--- config.mk ---
export PLATFORM = sky130hd
export DESIGN_NAME = evio_bank_endian_swapper_core_flat
export DESIGN_NICKNAME = d
export VERILOG_FILES = /design/src/sv/evb_pkg.sv /design/src/sv/evb_if.sv /design/src/sv/evio_bank_endian_swapper_core.sv /design/src/sv/evb_parser.sv /design/src/sv/evb_out_queue.sv /design/src/flat_wrapper.sv
export VERILOG_INCLUDE_DIRS = /design/src /design/src/sv
export SDC_FILE = /design/constraint.sdc
export NUM_CORES = 1
export LEC_CHECK = 0
export BUFFER_PORTS_ARGS = -buffer_cell sky130_fd_sc_hd__buf_2
export CORE_MARGIN = 2
export CORE_UTILIZATION = 45
export DETAILED_ROUTE_END_ITERATION = 10
export PLACE_DENSITY = 0.61
export SYNTH_ARGS = -nofsm -noshare
export SYNTH_HDL_FRONTEND = slang
export SYNTH_SLANG_ARGS = --single-unit
--- constraint.sdc ---
create_clock -name clk -period 9.8 [get_ports clk]
set_input_delay 1.96 -clock clk [delete_from_list [all_inputs] [get_ports clk]]
set_output_delay 1.96 -clock clk [all_outputs]
set_load 0.01 [all_outputs]
--- src/sv/evio_bank_endian_swapper_core_defines.svh ---
// Assertion macros shared by the event-format swapper RTL.
// Expects clk and rst_n in the scope of each use.
`ifndef EVIO_BANK_ENDIAN_SWAPPER_CORE_DEFINES_SVH
`define EVIO_BANK_ENDIAN_SWAPPER_CORE_DEFINES_SVH

// same-cycle implication
`define EVB_ASSERT_IMP(name, ante, cons) \
  name: assert property (@(posedge clk) disable iff (!rst_n) (ante) |-> (cons)) \
    else $error("evb assertion failed (same cycle)");

// next-cycle implication
`define EVB_ASSERT_NXT(name, ante, cons) \
  name: assert property (@(posedge clk) disable iff (!rst_n) (ante) |=> (cons)) \
    else $error("evb assertion failed (next cycle)");

`endif

--- src/sv/evb_pkg.sv ---
// Shared types and constants for the event-format bank swapper.
// No dependencies.
package evb_pkg;

  localparam int WORD_W = 32;
  localparam int POS_W  = 21;

  typedef enum logic [2:0] {
    ST_OK           = 3'd0,
    ST_SHORT_BUF    = 3'd1,
    ST_BANK_OVERRUN = 3'd2,
    ST_ZERO_LEN     = 3'd3,
    ST_BAD_TYPE     = 3'd4,
    ST_SEG_OVERRUN  = 3'd5
  } status_t;

  typedef struct packed {
    logic [WORD_W-1:0] data_word;
    logic              first_word;
    logic [POS_W-1:0]  buffer_words;
  } item_t;

  typedef struct packed {
    logic [WORD_W-1:0] swapped_word;
    status_t           status;
    logic              last_result;
    logic [POS_W-1:0]  words_done;
  } result_t;

  // results produced by one transaction: count is 0, 1 or 2, r0 goes out first
  typedef struct packed {
    logic [1:0] count;
    result_t    r0;
    result_t    r1;
  } push_t;

endpackage

--- src/sv/evb_if.sv ---
// Valid/ready stream interfaces for the swapper's input and result channels.
// Depends on evb_pkg.
interface evb_in_if import evb_pkg::*; ();
  logic              valid;
  logic              ready;
  logic [WORD_W-1:0] data_word;
  logic              first_word;
  logic [POS_W-1:0]  buffer_words;

  modport source (output valid, data_word, first_word, buffer_words, input ready);
  modport sink   (input valid, data_word, first_word, buffer_words, output ready);
endinterface

interface evb_out_if import evb_pkg::*; ();
  logic              valid;
  logic              ready;
  logic [WORD_W-1:0] swapped_word;
  logic [2:0]        status;
  logic              last_result;
  logic [POS_W-1:0]  words_done;

  modport source (output valid, swapped_word, status, last_result, words_done, input ready);
  modport sink   (input valid, swapped_word, status, last_result, words_done, output ready);
endinterface

--- src/sv/evio_bank_endian_swapper_core.sv ---
// Top level of the event-format bank byte-order swapper.
// Depends on evb_pkg, evb_if, evb_parser and evb_out_queue.
//
//   channel  | dir | handshake        | payload
//   in_ch    | in  | valid / ready    | data_word, first_word, buffer_words
//   out_ch   | out | valid / ready    | swapped_word, status, last_result, words_done
//
// One word per cycle while in_ch.ready is high: input register -> parser ->
// four-entry result queue. The second word of a 64-bit pair yields two results,
// drained one per cycle while out_ch.ready is high.
// in_ch.ready drops only while a word waits and the queue holds more than two results.
// rst_n (synchronous) idles the parser until a word with first_word arrives.
module evio_bank_endian_swapper_core import evb_pkg::*; #(
  parameter int MAX_NEST_DEPTH   = 8,
  parameter int MAX_BUFFER_WORDS = 1048576
) (
  input logic clk,
  input logic rst_n,
  evb_in_if.sink    in_ch,
  evb_out_if.source out_ch
);

  item_t item_r;
  logic  item_vld_r, item_vld_nxt;
  logic  room, go, take;
  push_t push;

  assign go          = item_vld_r && room;
  assign in_ch.ready = !item_vld_r || room;
  assign take        = in_ch.valid && in_ch.ready;

  always_comb begin
    item_vld_nxt = item_vld_r;
    if (take)    item_vld_nxt = 1'b1;
    else if (go) item_vld_nxt = 1'b0;
  end

  always_ff @(posedge clk) begin
    if (!rst_n) item_vld_r <= 1'b0;
    else        item_vld_r <= item_vld_nxt;
  end

  always_ff @(posedge clk) begin
    if (take) begin
      item_r.data_word    <= in_ch.data_word;
      item_r.first_word   <= in_ch.first_word;
      item_r.buffer_words <= in_ch.buffer_words;
    end
  end

  evb_parser #(
    .MAX_NEST_DEPTH   (MAX_NEST_DEPTH),
    .MAX_BUFFER_WORDS (MAX_BUFFER_WORDS)
  ) u_parser (
    .clk   (clk),
    .rst_n (rst_n),
    .go    (go),
    .item  (item_r),
    .push  (push)
  );

  evb_out_queue u_queue (
    .clk    (clk),
    .rst_n  (rst_n),
    .push   (push),
    .room   (room),
    .out_ch (out_ch)
  );

endmodule

--- src/sv/evb_parser.sv ---
// Header/payload parser: nesting stack, byte reordering and error checks.
// Depends on evb_pkg and the assertion macro header.
`include "evio_bank_endian_swapper_core_defines.svh"

module evb_parser import evb_pkg::*; #(
  parameter int MAX_NEST_DEPTH   = 8,
  parameter int MAX_BUFFER_WORDS = 1048576
) (
  input  logic  clk,
  input  logic  rst_n,
  input  logic  go,
  input  item_t item,
  output push_t push
);

  localparam int LVL_W = $clog2(MAX_NEST_DEPTH + 1);
  localparam int IDX_W = (MAX_NEST_DEPTH > 1) ? $clog2(MAX_NEST_DEPTH) : 1;
  localparam logic [31:0]      MAX_BUF = 32'(MAX_BUFFER_WORDS);
  localparam logic [LVL_W-1:0] LVL_MAX = LVL_W'(MAX_NEST_DEPTH);

  typedef enum logic [3:0] {
    PH_IDLE, PH_HDR, PH_BANK2, PH_P64, PH_P32, PH_P16, PH_RAW
  } phase_t;

  typedef enum logic [1:0] {
    KIND_BANK, KIND_SEG, KIND_TAG
  } kind_t;

  function automatic logic [WORD_W-1:0] bsw32(logic [WORD_W-1:0] w);
    return {w[7:0], w[15:8], w[23:16], w[31:24]};
  endfunction

  function automatic logic [WORD_W-1:0] bsw16(logic [WORD_W-1:0] w);
    return {w[23:16], w[31:24], w[7:0], w[15:8]};
  endfunction

  function automatic phase_t data_phase(logic [7:0] t);
    phase_t p;
    case (t)
      8'h0a, 8'h08, 8'h09: p = PH_P64;
      8'h01, 8'h02, 8'h0b: p = PH_P32;
      8'h05, 8'h04:        p = PH_P16;
      8'h00, 8'h07, 8'h06: p = PH_RAW;
      default:             p = PH_IDLE;
    endcase
    return p;
  endfunction

  function automatic result_t mk(logic [WORD_W-1:0] w, status_t st, logic last,
                                 logic [POS_W-1:0] pos);
    result_t r;
    r.swapped_word = w;
    r.status       = st;
    r.last_result  = last;
    r.words_done   = last ? pos : '0;
    return r;
  endfunction

  // state
  phase_t            phase_r, phase_nxt;
  logic [POS_W-1:0]  pos_r, pos_nxt;
  logic [LVL_W-1:0]  lvl_r, lvl_nxt;
  logic              pend_r, pend_nxt;
  logic [POS_W-1:0]  pe_r, pe_nxt;
  logic [WORD_W-1:0] held_r, held_nxt;
  logic [POS_W-1:0]  end_r  [MAX_NEST_DEPTH];
  kind_t             kind_r [MAX_NEST_DEPTH];

  // working values
  phase_t            ph_e, dph;
  logic [POS_W-1:0]  pos_e, pos_n, pe_e, lim, avail, e_top;
  logic [LVL_W-1:0]  lvl_e, close_lvl;
  logic              pend_e, close_done, top_lvl, stk_push, at_end;
  logic [IDX_W-1:0]  top_idx, push_idx;
  logic [31:0]       bw32, lim32;
  logic [WORD_W-1:0] w, sw;
  logic [15:0]       seg_n;
  logic [7:0]        t;
  kind_t             hdr_kind, push_kind;
  push_t             push_c;
  logic              last_out;

  always_comb begin
    w = item.data_word;
    pos_e  = pos_r;
    lvl_e  = lvl_r;
    ph_e   = phase_r;
    pend_e = pend_r;
    pe_e   = pe_r;
    if (item.first_word) begin
      pos_e  = '0;
      lvl_e  = '0;
      ph_e   = PH_HDR;
      pend_e = 1'b0;
      pe_e   = '0;
    end
    pos_n  = pos_e + POS_W'(1);
    at_end = (pos_n == pe_e);
    sw     = bsw32(w);

    // keep every level up to the highest whose end is not reached; pop the ones above it
    close_lvl = '0;
    for (int j = 0; j < MAX_NEST_DEPTH; j++) begin
      if ((LVL_W'(j) < lvl_e) && (end_r[j] != pos_n)) close_lvl = LVL_W'(j + 1);
    end
    close_done = (close_lvl == '0);

    top_lvl  = (lvl_e == '0);
    top_idx  = IDX_W'(lvl_e - LVL_W'(1));
    push_idx = IDX_W'(lvl_e);
    e_top    = end_r[top_idx];
    hdr_kind = top_lvl ? KIND_BANK : kind_r[top_idx];
    bw32     = {11'b0, item.buffer_words};
    lim32    = (bw32 > MAX_BUF) ? MAX_BUF : bw32;
    lim      = lim32[POS_W-1:0];
    if (top_lvl) avail = (lim > pos_e) ? (lim - pos_e) : '0;
    else         avail = (e_top > pos_e) ? (e_top - pos_e) : '0;

    seg_n = sw[15:0];
    t = (hdr_kind == KIND_SEG) ? {2'b00, sw[21:16]} : {4'b0000, sw[19:16]};
    dph = data_phase(t);

    phase_nxt = ph_e;
    pos_nxt   = pos_e;
    lvl_nxt   = lvl_e;
    pend_nxt  = pend_e;
    pe_nxt    = pe_e;
    held_nxt  = held_r;
    stk_push  = 1'b0;
    push_kind = KIND_BANK;
    push_c    = '0;

    if (ph_e != PH_IDLE) begin
      pos_nxt = pos_n;
      case (ph_e)
        PH_HDR: begin
          if (hdr_kind == KIND_BANK) begin
            if (avail < POS_W'(2)) begin
              phase_nxt = PH_IDLE; pend_nxt = 1'b0;
              push_c.count = 2'd1; push_c.r0 = mk(sw, ST_SHORT_BUF, 1'b1, pos_n);
            end else if (({1'b0, sw} + 33'd1) > {12'b0, avail}) begin
              phase_nxt = PH_IDLE; pend_nxt = 1'b0;
              push_c.count = 2'd1; push_c.r0 = mk(sw, ST_BANK_OVERRUN, 1'b1, pos_n);
            end else if (sw == '0) begin
              phase_nxt = PH_IDLE; pend_nxt = 1'b0;
              push_c.count = 2'd1; push_c.r0 = mk(sw, ST_ZERO_LEN, 1'b1, pos_n);
            end else begin
              pe_nxt    = pos_n + sw[POS_W-1:0];
              phase_nxt = PH_BANK2;
              push_c.count = 2'd1; push_c.r0 = mk(sw, ST_OK, 1'b0, pos_n);
            end
          end else begin
            if ((22'(seg_n) + 22'd1) > {1'b0, avail}) begin
              phase_nxt = PH_IDLE; pend_nxt = 1'b0;
              push_c.count = 2'd1; push_c.r0 = mk(sw, ST_SEG_OVERRUN, 1'b1, pos_n);
            end else if (dph != PH_IDLE && seg_n != '0) begin
              pe_nxt    = pos_n + POS_W'(seg_n);
              phase_nxt = dph;
              push_c.count = 2'd1; push_c.r0 = mk(sw, ST_OK, 1'b0, pos_n);
            end else begin
              // container-typed, unknown-typed or empty segment: header only
              lvl_nxt   = close_lvl;
              phase_nxt = close_done ? PH_IDLE : PH_HDR;
              push_c.count = 2'd1; push_c.r0 = mk(sw, ST_OK, close_done, pos_n);
            end
          end
        end
        PH_BANK2: begin
          logic bad;
          bad = 1'b0;
          if (data_phase(sw[15:8]) == PH_IDLE) begin
            case (sw[15:8])
              8'h0c:        push_kind = KIND_TAG;
              8'h0d, 8'h20: push_kind = KIND_SEG;
              8'h0e, 8'h10: push_kind = KIND_BANK;
              default:      bad = 1'b1;
            endcase
          end
          if (bad) begin
            phase_nxt = PH_IDLE; pend_nxt = 1'b0;
            push_c.count = 2'd1; push_c.r0 = mk(sw, ST_BAD_TYPE, 1'b1, pos_n);
          end else if (at_end) begin
            lvl_nxt   = close_lvl;
            phase_nxt = close_done ? PH_IDLE : PH_HDR;
            push_c.count = 2'd1; push_c.r0 = mk(sw, ST_OK, close_done, pos_n);
          end else if (data_phase(sw[15:8]) != PH_IDLE) begin
            phase_nxt = data_phase(sw[15:8]);
            push_c.count = 2'd1; push_c.r0 = mk(sw, ST_OK, 1'b0, pos_n);
          end else if (lvl_e >= LVL_MAX) begin
            // nesting too deep
            phase_nxt = PH_IDLE; pend_nxt = 1'b0;
            push_c.count = 2'd1; push_c.r0 = mk(sw, ST_BAD_TYPE, 1'b1, pos_n);
          end else begin
            stk_push  = 1'b1;
            lvl_nxt   = lvl_e + LVL_W'(1);
            phase_nxt = PH_HDR;
            push_c.count = 2'd1; push_c.r0 = mk(sw, ST_OK, 1'b0, pos_n);
          end
        end
        PH_P64: begin
          if (!pend_e) begin
            if (at_end) begin
              // odd trailing word passes unchanged
              lvl_nxt   = close_lvl;
              phase_nxt = close_done ? PH_IDLE : PH_HDR;
              push_c.count = 2'd1; push_c.r0 = mk(w, ST_OK, close_done, pos_n);
            end else begin
              held_nxt = w;
              pend_nxt = 1'b1;
            end
          end else begin
            pend_nxt = 1'b0;
            push_c.count = 2'd2;
            push_c.r0 = mk(sw, ST_OK, 1'b0, pos_n);
            push_c.r1 = mk(bsw32(held_r), ST_OK, 1'b0, pos_n);
            if (at_end) begin
              lvl_nxt   = close_lvl;
              phase_nxt = close_done ? PH_IDLE : PH_HDR;
              push_c.r1 = mk(bsw32(held_r), ST_OK, close_done, pos_n);
            end
          end
        end
        PH_P32, PH_P16, PH_RAW: begin
          logic [WORD_W-1:0] o;
          o = (ph_e == PH_P32) ? sw : ((ph_e == PH_P16) ? bsw16(w) : w);
          push_c.count = 2'd1;
          push_c.r0 = mk(o, ST_OK, 1'b0, pos_n);
          if (at_end) begin
            lvl_nxt   = close_lvl;
            phase_nxt = close_done ? PH_IDLE : PH_HDR;
            push_c.r0 = mk(o, ST_OK, close_done, pos_n);
          end
        end
        default: begin
          phase_nxt = PH_IDLE;
          pos_nxt   = pos_e;
        end
      endcase
    end

    push = push_c;
    if (!go) push.count = 2'd0;
  end

  always_ff @(posedge clk) begin
    if (!rst_n) begin
      phase_r <= PH_IDLE;
      pos_r   <= '0;
      lvl_r   <= '0;
      pend_r  <= 1'b0;
      pe_r    <= '0;
    end else if (go) begin
      phase_r <= phase_nxt;
      pos_r   <= pos_nxt;
      lvl_r   <= lvl_nxt;
      pend_r  <= pend_nxt;
      pe_r    <= pe_nxt;
    end
  end

  always_ff @(posedge clk) begin
    if (go) begin
      held_r <= held_nxt;
      if (stk_push) begin
        end_r[push_idx]  <= pe_e;
        kind_r[push_idx] <= push_kind;
      end
    end
  end

  assign last_out = (push.count != 2'd0) &&
                    ((push.count == 2'd1 && push.r0.last_result) ||
                     (push.count == 2'd2 && push.r1.last_result));

  `EVB_ASSERT_NXT(a_idle_after_last, last_out, phase_r == PH_IDLE)
  `EVB_ASSERT_IMP(a_pair_in_p64, pend_r, phase_r == PH_P64)
  `EVB_ASSERT_IMP(a_lvl_bound, 1'b1, lvl_r <= LVL_MAX)

endmodule

--- src/sv/evb_out_queue.sv ---
// Four-entry result queue: takes up to two results a cycle, hands out one on out_ch.ready.
// Depends on evb_pkg, evb_if and the assertion macro header.
`include "evio_bank_endian_swapper_core_defines.svh"

module evb_out_queue import evb_pkg::*; (
  input  logic  clk,
  input  logic  rst_n,
  input  push_t push,
  output logic  room,
  evb_out_if.source out_ch
);

  localparam int DEPTH = 4;
  localparam int PTR_W = $clog2(DEPTH);
  localparam int CNT_W = $clog2(DEPTH + 1);

  result_t          q_mem [DEPTH];
  logic [PTR_W-1:0] rd_r, rd_nxt, wr_r, wr_nxt;
  logic [CNT_W-1:0] cnt_r, cnt_nxt;
  logic             pop;
  result_t          head;

  assign head = q_mem[rd_r];
  assign pop  = out_ch.valid && out_ch.ready;
  // room for a two-result transaction
  assign room = (cnt_r <= CNT_W'(DEPTH - 2));

  assign out_ch.valid        = (cnt_r != '0);
  assign out_ch.swapped_word = head.swapped_word;
  assign out_ch.status       = head.status;
  assign out_ch.last_result  = head.last_result;
  assign out_ch.words_done   = head.words_done;

  always_comb begin
    wr_nxt  = wr_r + PTR_W'(push.count);
    rd_nxt  = rd_r + PTR_W'(pop);
    cnt_nxt = cnt_r + CNT_W'(push.count) - CNT_W'(pop);
  end

  always_ff @(posedge clk) begin
    if (!rst_n) begin
      rd_r  <= '0;
      wr_r  <= '0;
      cnt_r <= '0;
    end else begin
      rd_r  <= rd_nxt;
      wr_r  <= wr_nxt;
      cnt_r <= cnt_nxt;
    end
  end

  always_ff @(posedge clk) begin
    if (push.count != 2'd0) q_mem[wr_r] <= push.r0;
    if (push.count == 2'd2) q_mem[wr_r + PTR_W'(1)] <= push.r1;
  end

  `EVB_ASSERT_IMP(a_cnt_bound, 1'b1, cnt_r <= CNT_W'(DEPTH))
  `EVB_ASSERT_IMP(a_push_room, push.count != 2'd0, cnt_r <= CNT_W'(DEPTH - 2))

endmodule
--- src/flat_wrapper.sv ---
// flat-port wrapper written by rule: the top's interface ports become plain ports
module evio_bank_endian_swapper_core_flat import evb_pkg::*;
#(
  parameter int MAX_NEST_DEPTH   = 8,
  parameter int MAX_BUFFER_WORDS = 1048576
)
  (clk, rst_n, in_ch_valid, in_ch_data_word, in_ch_first_word, in_ch_buffer_words, in_ch_ready, out_ch_valid, out_ch_swapped_word, out_ch_status, out_ch_last_result, out_ch_words_done, out_ch_ready);
  evb_in_if in_ch_i ();
  evb_out_if out_ch_i ();
  input logic clk;
  input logic rst_n;
  input wire logic [$bits(in_ch_i.valid)-1:0] in_ch_valid;
  input wire logic [$bits(in_ch_i.data_word)-1:0] in_ch_data_word;
  input wire logic [$bits(in_ch_i.first_word)-1:0] in_ch_first_word;
  input wire logic [$bits(in_ch_i.buffer_words)-1:0] in_ch_buffer_words;
  output wire logic [$bits(in_ch_i.ready)-1:0] in_ch_ready;
  output wire logic [$bits(out_ch_i.valid)-1:0] out_ch_valid;
  output wire logic [$bits(out_ch_i.swapped_word)-1:0] out_ch_swapped_word;
  output wire logic [$bits(out_ch_i.status)-1:0] out_ch_status;
  output wire logic [$bits(out_ch_i.last_result)-1:0] out_ch_last_result;
  output wire logic [$bits(out_ch_i.words_done)-1:0] out_ch_words_done;
  input wire logic [$bits(out_ch_i.ready)-1:0] out_ch_ready;
  assign in_ch_i.valid = in_ch_valid;
  assign in_ch_i.data_word = in_ch_data_word;
  assign in_ch_i.first_word = in_ch_first_word;
  assign in_ch_i.buffer_words = in_ch_buffer_words;
  assign in_ch_ready = in_ch_i.ready;
  assign out_ch_valid = out_ch_i.valid;
  assign out_ch_swapped_word = out_ch_i.swapped_word;
  assign out_ch_status = out_ch_i.status;
  assign out_ch_last_result = out_ch_i.last_result;
  assign out_ch_words_done = out_ch_i.words_done;
  assign out_ch_i.ready = out_ch_ready;
  evio_bank_endian_swapper_core #(.MAX_NEST_DEPTH(MAX_NEST_DEPTH), .MAX_BUFFER_WORDS(MAX_BUFFER_WORDS)) u_core (.clk(clk), .rst_n(rst_n), .in_ch(in_ch_i), .out_ch(out_ch_i));
endmodule
==> key figures <==
Run status
  – Outcome: complete, but fails checks
  – Violated checks: max-capacitance violations, max-slew violations

Pwr
  – Design Power: 6.68 mW
  – Worst vdd ir: 0.160 mV
  – Pwr Density: 173 nW/µm²
  – Pleak: 12.4 nW

Finish
  – Layout cell share with drive strength beyond 1: 16.9%
  – Area Growth Syn to Fin: 11.2%
  – Filler instances: 6796
  – Cell area after layout: 38700 µm²
  – Non-Filler Instances: 4349
  – Final nets: 3424

Global routing
  – Global Route Usage Sum: 34.3%
  – Initial antenna violation count: 4
  – Gr ovfl total: 0
  – First-pass GRT wire length: 197000 µm
  – Largest net degree at the start of global routing: 107
  – Vias in the first global route: 27800

Setup path
  – Worst-path maximum fanout: 15
  – Crit path required time: 10330 ps
  – CP startpoint kind: flip-flop
  – Worst Setup SP: u_core.item_r[21]$_DFFE_PP_
  – CP max-delay cell: xnor2_2
  – Worst path most repeated cell: buf_4
  – Crit path kind: reg -> reg
  – FF-to-FF Start: u_core.item_r[21]$_DFFE_PP_
  – CP Capture Type: flip-flop
  – CP peak stage delay: 860 ps
  – R2r worst-path depth: 30
  – Worst R2R End: u_core.u_parser.pe_r[15]$_SDFFE_PN0P_
  – Register-to-register setup slack: 460 ps
  – Worst EP arrival: 9870 ps

Drt
  – DRT iter0 DRCs: 4259
  – Post-DRT Antenna Nets: 0
  – Drt drc: 0
  – Routed len/inst: 31.8 µm
  – Via density: 6.66
  – Drt pass-1 iters: 6
  – Final WL: 138000 µm
  – Routed via count: 29000

Worst hold path
  – WHS Path Cells: 1
  – Hold endpoint: u_core.u_parser.pe_r[19]$_SDFFE_PN0P_
  – Worst hold path type: reg -> reg
  – Hold path start: u_core.u_parser.pe_r[19]$_SDFFE_PN0P_

Synthesis
  – Synth Cell Area: 34800 µm²
  – Post-synthesis cell count: 3224
  – Post-synthesis async set-or-reset flop share: 0%
  – Most frequent cells after synthesis: 486 x edfxtp_1, 294 x nand2_1, 205 x nor2_1, 159 x xnor2_1, 155 x clkbuf_1
  – Post-synth EDFFs: 486
  – Synth Warn #: 0
  – Post-synth net total: 3381
  – Distinct cells, synth: 111
  – Most numerous cell in the Yosys netlist: edfxtp_1
  – Synth area leaders: edfxtp_1 42%, mux4_2 6.7%, dfxtp_1 4.3%, xnor2_1 4.0%, ha_1 3.4%
  – Flop and latch count out of synthesis: 560
  – Syn avg cell area: 10.8 µm²
  – Area leader, netlist: edfxtp_1
  – Top_reg_cell synth: edfxtp_1
  – Sequential share of the synthesized area: 46.2%
  – Share of the synthesized area in the top cell type: 41.9%

Clocking
  – Post-CTS sizing: 0
  – Hold_buf cts: 0
  – CTS tree: done
  – Setup Fix Bufs, Post-CTS: 0
  – Num Clock Sinks: 560
  – Clk root buf: clkbuf_16
  – Max Root-Sink Buffers: 3
  – Worst-path clk slew: 70 ps
  – Num CTS Buffers: 60
  – H-tree levels: 2
  – Skew-Pair Late Insertion Delay: 670 ps

Timing
  – Slew @ Worst Pin: 1690 ps
  – Pins Over Slew Limit: 2
  – Clock Skew: 36.4 ps
  – RSZ-0062 raised after global routing: no
  – Period utilisation layout: 95.3%
  – Hold_ws: 477 ps
  – Normalized max-slew margin: -15.7%
  – Fmax: 0.107 GHz
  – Setup_tns: 0 ps
  – Setup violations, final: 0
  – Crit path time final: 9340 ps
  – Final-report hold violation count: 0

Place
  – Placed insts: 4235
  – Placed cell areas: 36600 µm²
  – Dpl hpwl: 97500 µm
  – Routability Congestion: 1.01
  – PortBufs: 116

Die
  – Die X: 282 µm
  – Row count: 101
  – Initial core utilization: 45.7%
  – Ports: 117
  – Die area: 79600 µm²
  – Die H: 282 µm
  – Core area: 76200 µm²

Flow run
  – Max-cap violations: 1
[per-stage QoR]
step / utilization (%) / setup slack (ps)
global route: 50.7 / 68.2
CTS: 50.7 / 655
floorplan: - / 1000
global placement: 48.1 / 860
finish: 50.7 / 463
detailed placement: 48.1 / 717
[worst max-delay path: cells and delay by family, from the launching register on]
family	cells	cell delay, ps
buf+inv	5	1100
compound gates	12	3580
xor+xnor	1	860
flops	1	460
fa+ha+maj	3	900
mux	1	350
simple gates	8	1960
[flip-flops by register name, summed over array words and instances (netlist names), named ones only]
register,count
u_core.item_r,54
u_core.item_vld_r,1
u_core.u_parser.end_r,168
u_core.u_parser.held_r,32
u_core.u_parser.kind_r,16
u_core.u_parser.lvl_r,4
u_core.u_parser.pe_r,21
u_core.u_parser.pend_r,1
u_core.u_parser.phase_r,4
u_core.u_parser.pos_r,21
u_core.u_queue.cnt_r,3
u_core.u_queue.q_mem,228
u_core.u_queue.rd_r,2
u_core.u_queue.wr_r,2
[cells by family (layout without fill, tap and decap cells)]
family          after synthesis  after routing  synth area share (%)
flops                       560            560                  46.2
simple gates               1000           1000                  14.5
other cells                   0              1                     0
compound gates              810            810                  15.8
mux                         186            186                  9.16
buf+inv                     316            410                  3.85
xor+xnor                    252            252                  6.76
fa+ha+maj                   100            100                  3.68
[cells in the final DEF (no fill, tap or decap), drive strengths merged, types with 53 or more instances in the layout]
cell / count
buf: 219
mux4: 103
dfxtp: 74
edfxtp: 486
xor2: 81
xnor2: 164
mux2i: 55
nor2b: 58
inv: 77
o21ai: 149
nor2: 211
o22ai: 138
nand2: 296
nand3: 92
ha: 95
a21oi: 167
nor3: 75
clkbuf: 71
nand4: 53
[metal layers]
layer | global-route usage (%) | vias up | wire length (µm)
li1 | - | 12500 | -
met4 | 15.7 | 4 | 7280
met2 | 53.4 | 1709 | 62200
met1 | 46.3 | 14400 | 55700
met3 | 6.70 | 325 | 12900
met5 | 0 | - | 30
[final cells by class]
cell class	count	area, µm²	share of cell area [%]
well taps	1030	1290	3.33
flip-flops and latches	560	16100	41.6
clock inverters	42	484	1.25
repair buffers	219	1400	3.63
multi-input cells	2348	17600	45.4
inverters	78	294	0.760
diodes	1	2.50	0.00647
clock buffers	71	1560	4.04
[worst max-delay path by stage]
| stage | end | slack [ps] |
|---|---|---|
| after floorplan | u_core.u_queue.q_mem[0][15]$_DFFE_PP_ | 1000 |
| after global placement | u_core.u_parser.pe_r[15]$_SDFFE_PN0P_ | 860 |
| after detailed placement | u_core.u_parser.pe_r[4]$_SDFFE_PN0P_ | 720 |
| after CTS | u_core.u_parser.pe_r[15]$_SDFFE_PN0P_ | 660 |
| after global routing | u_core.u_parser.pe_r[15]$_SDFFE_PN0P_ | 70 |
| final | u_core.u_parser.pe_r[15]$_SDFFE_PN0P_ | 460 |
[power by group]
group / switching [mW] / internal [mW]
clock: 1.02 / 1.36
combinational: 0.921 / 0.601
sequential: 0.120 / 2.66
Note: power is estimated with default switching activity, not from simulation.
